File: src/hdl/drdb_sig_ram.sv
// ----------------------------------------------------------------------------
// drdb_sig_ram
// Signature outcome table: 2-bit counters, one write port, two read ports.
// ----------------------------------------------------------------------------
module drdb_sig_ram #(
   parameter int DEPTH = 256
) (
   input  logic                     clock,
   input  logic                     wr_en,
   input  logic [$clog2(DEPTH)-1:0] wr_addr,
   input  logic [1:0]               wr_data,
   input  logic [$clog2(DEPTH)-1:0] rd_addr_a,
   output logic [1:0]               rd_data_a,
   input  logic [$clog2(DEPTH)-1:0] rd_addr_b,
   output logic [1:0]               rd_data_b
);

   logic [1:0] mem [DEPTH];
   logic [1:0] rd_a_ff;
   logic [1:0] rd_b_ff;

   always_ff @(posedge clock) begin
      if (wr_en) begin
         mem[wr_addr] <= wr_data;
      end
      rd_a_ff <= mem[rd_addr_a];
      rd_b_ff <= mem[rd_addr_b];
   end

   assign rd_data_a = rd_a_ff;
   assign rd_data_b = rd_b_ff;

endmodule

File: config.mk
export PLATFORM = sky130hd
export DESIGN_NAME = drdb_sig_ram
export DESIGN_NICKNAME = d
export VERILOG_FILES = /design/src/hdl/drdb_sig_ram.sv
export SDC_FILE = /design/constraint.sdc
export NUM_CORES = 1
export LEC_CHECK = 0
export BUFFER_PORTS_ARGS = -buffer_cell sky130_fd_sc_hd__buf_4
export CORE_UTILIZATION = 40
export CTS_CLUSTER_DIAMETER = 80
export DETAILED_ROUTE_END_ITERATION = 12
export PLACE_DENSITY_LB_ADDON = 0.3
export SYNTH_ARGS = -nofsm -noshare
export SYNTH_HDL_FRONTEND = slang
export SYNTH_SLANG_ARGS = --single-unit
File: constraint.sdc
create_clock -name clock -period 5.7 [get_ports clock]
set_clock_uncertainty 0.2 [all_clocks]
set_input_delay 0.855 -clock clock [delete_from_list [all_inputs] [get_ports clock]]
set_output_delay 0.855 -clock clock [all_outputs]
set_load 0.005 [all_outputs]
==> metrics <==
initial antenna violation count=1; pre-CTS setup slack=~1.5 ns; Remaining DRCs=0; Resized Gates After CTS=0; Via density=6.32; WS Path Type=in2reg; Data arrival, critical path=4.06 ns; gp weighted congestion=slightly above 0.9; antenna-violating nets left=0; CP max FO=a little over 40; gr ovfl total=0; top-level port count=32; Global Route Usage Sum=22.7%; postcts setup bufs=0; EDFF count, synth=512; Final Hold Fails=0; Slew Limit Headroom=between 10% and 20%; Syn Area/Cell=15.6 µm²; Starting Density=40.7%; die area=between 60,000 and 70,000 µm²; CP Launch Type=primary input; Post-Route WL=approximately 74 mm; layout cells sized above 1=19.8%; CTS tree=yes; Die Height=around 260 µm; Die Width=256 µm; Syn-to-layout area delta=9.57%; fmax=0.271 GHz; most frequent cells in the layout=edfxtp_1 (512), nor2_1 (299), mux2i_1 (180); Setup violations, final=0; VDD IR max=0.192 mV; max_cap viols=0; register area share after synthesis=60.0%; Yosys cell types=55; Post-synth top flop=edfxtp_1; clk buf depth=3; Reg clk slew, reported paths=0.06 ns; CTS Buf Count=55; P_leak=0.00884 µW; CTS Sinks=516; Tmin final=3.69 ns; outcome=completed; pin count of the biggest net entering global routing=about 130; input/output buffers=31; DP Wirelength=47.2 mm; H-tree depth=2; root buffer cell=clkbuf_16; ys async rst share=0%; synth warn=0; Crit. End Element=register; DR vias=16.0k; data required time at the worst endpoint=roughly 6.1 ns; power density over cell area=297 nW/µm²; Hold Crit Depth=4; Row Count=92; RSZ-0062 raised after global routing=false; Fin Setup TNS=0 ns; core area=between 60,000 and 70,000 µm²; most common cell after layout, fill and taps aside=edfxtp_1; post-synth net total=around 1.7k; setup ws final=between 2 and 2.5 ns; worst min path class=in2reg; WL per Instance=29.4 µm; nets@finish=1,665; DRT Pass-1 Iters=6; # diodes=0; clock latency on the worst-skew pair=~0.63 ns; worst slew pin tran=1.29 ns; Final Slew Violations=0; vias in the first global route=16.6k; Final period util=64.8%; Mapped Cells=1,655; Initial DRC Count=1,894; cell area after synthesis=around 26,000 µm²; Reg2Reg Depth=6; FF+latch count, synth=516; first-pass GRT wire length=between 100 and 150 mm; Hold Buf Count CTS=0
## Yosys cell counts (3+ instances only)
master	n	area, µm²
mux2i_1	180	1800
a32oi_1	4	35.0
nor4_1	12	75.1
mux4_1	14	368
nand3b_1	6	45.0
clkbuf_1	68	255
nor2_1	299	1120
mux4_2	176	3960
a41oi_1	4	35.0
nand3_1	28	140
nor2b_1	16	100
o221ai_1	27	236
buf_6	17	191
buf_4	16	120
o21ai_0	16	80.1
o22a_1	8	70.1
nand2_1	42	158
a21oi_1	29	145
o22ai_1	28	175
o2111ai_1	4	35.0
nor3_1	15	75.1
nand4_1	11	68.8
a211oi_1	13	97.6
buf_12	7	140
o31ai_1	4	30.0
o211ai_1	4	30.0
mux2_2	4	45.0
nor3b_1	3	22.5
o41ai_1	4	35.0
o221ai_2	3	45.0
edfxtp_1	512	15400
nand2b_1	4	25.0
a22oi_1	10	75.1
buf_2	27	135
dfxtp_1	4	80.1
## state kept, by name (all words and copies together) (netlist names)
register,cells
rd_data_a,2
mem,512
rd_data_b,2
## metrics by stage
| step | hold WS (ns) | power [µW] | util (%) | cell area, µm² | cells |
|---|---|---|---|---|---|
| 2_1_floorplan | 0.638 | 4710 | - | 25700 | 1655 |
| 3_3_place_gp | 0.871 | 4940 | 41.8 | 26500 | 2426 |
| 3_5_place_dp | 0.850 | 4950 | 41.8 | 26500 | 2426 |
| 4_1_cts | 0.518 | 8410 | 44.5 | 28200 | 2529 |
| 5_1_grt | 0.571 | 8580 | 44.5 | 28200 | 2529 |
| 6_report | 0.561 | 8370 | 44.5 | 28200 | 2529 |
## final timing paths
path / start / end / slack [ns]
max: rd_addr_a[3] / rd_data_a[1] / 2.01
min: rd_addr_a[7] / rd_data_a[0] / 0.56
max reg2reg: mem[105][0] / rd_data_a[0] / 3.02
min reg2reg: mem[157][1] / rd_data_a[1] / 0.88
## where the power goes
group / internal (µW) / switching (µW)
clock: 1980 / 1510
sequential: 4180 / 9.59
combinational: 250 / 430
## worst max-delay path: stages
cell	delay [ns]
buf_4	0.62
nand3b_1	0.99
o22ai_1	0.45
nor4_1	0.18
o41ai_1	0.65
and4_1	0.28
## per-layer routing
layer	share of wire (%)	GRT usage [%]	vias to the layer above	wire (µm)
met5	0.023	0	-	17
met4	4.0	9.31	2	2970
li1	-	-	6668	-
met3	9.6	4.43	174	7130
met2	47	35.9	885	34700
met1	40	30.9	8242	29700
## kinds of logic after synthesis
| family | share of synthesized area, % |
|---|---|
| muxes | 24.0 |
| and+or+nand+nor | 7.53 |
| DFF | 60.0 |
| buffers and inverters | 3.52 |
| AOI/OAI and AO/OA | 4.90 |
## area by class of cell
type | count | area, µm²
fill | 5621 | 35100
tap | 846 | 1060
clock buffer | 67 | 1440
inverter | 4 | 15.0
multi-input combinational | 994 | 9390
clock inverter | 36 | 298
sequential | 516 | 15500
timing repair buffer | 66 | 546
Power figures use the tool's default switching activity.
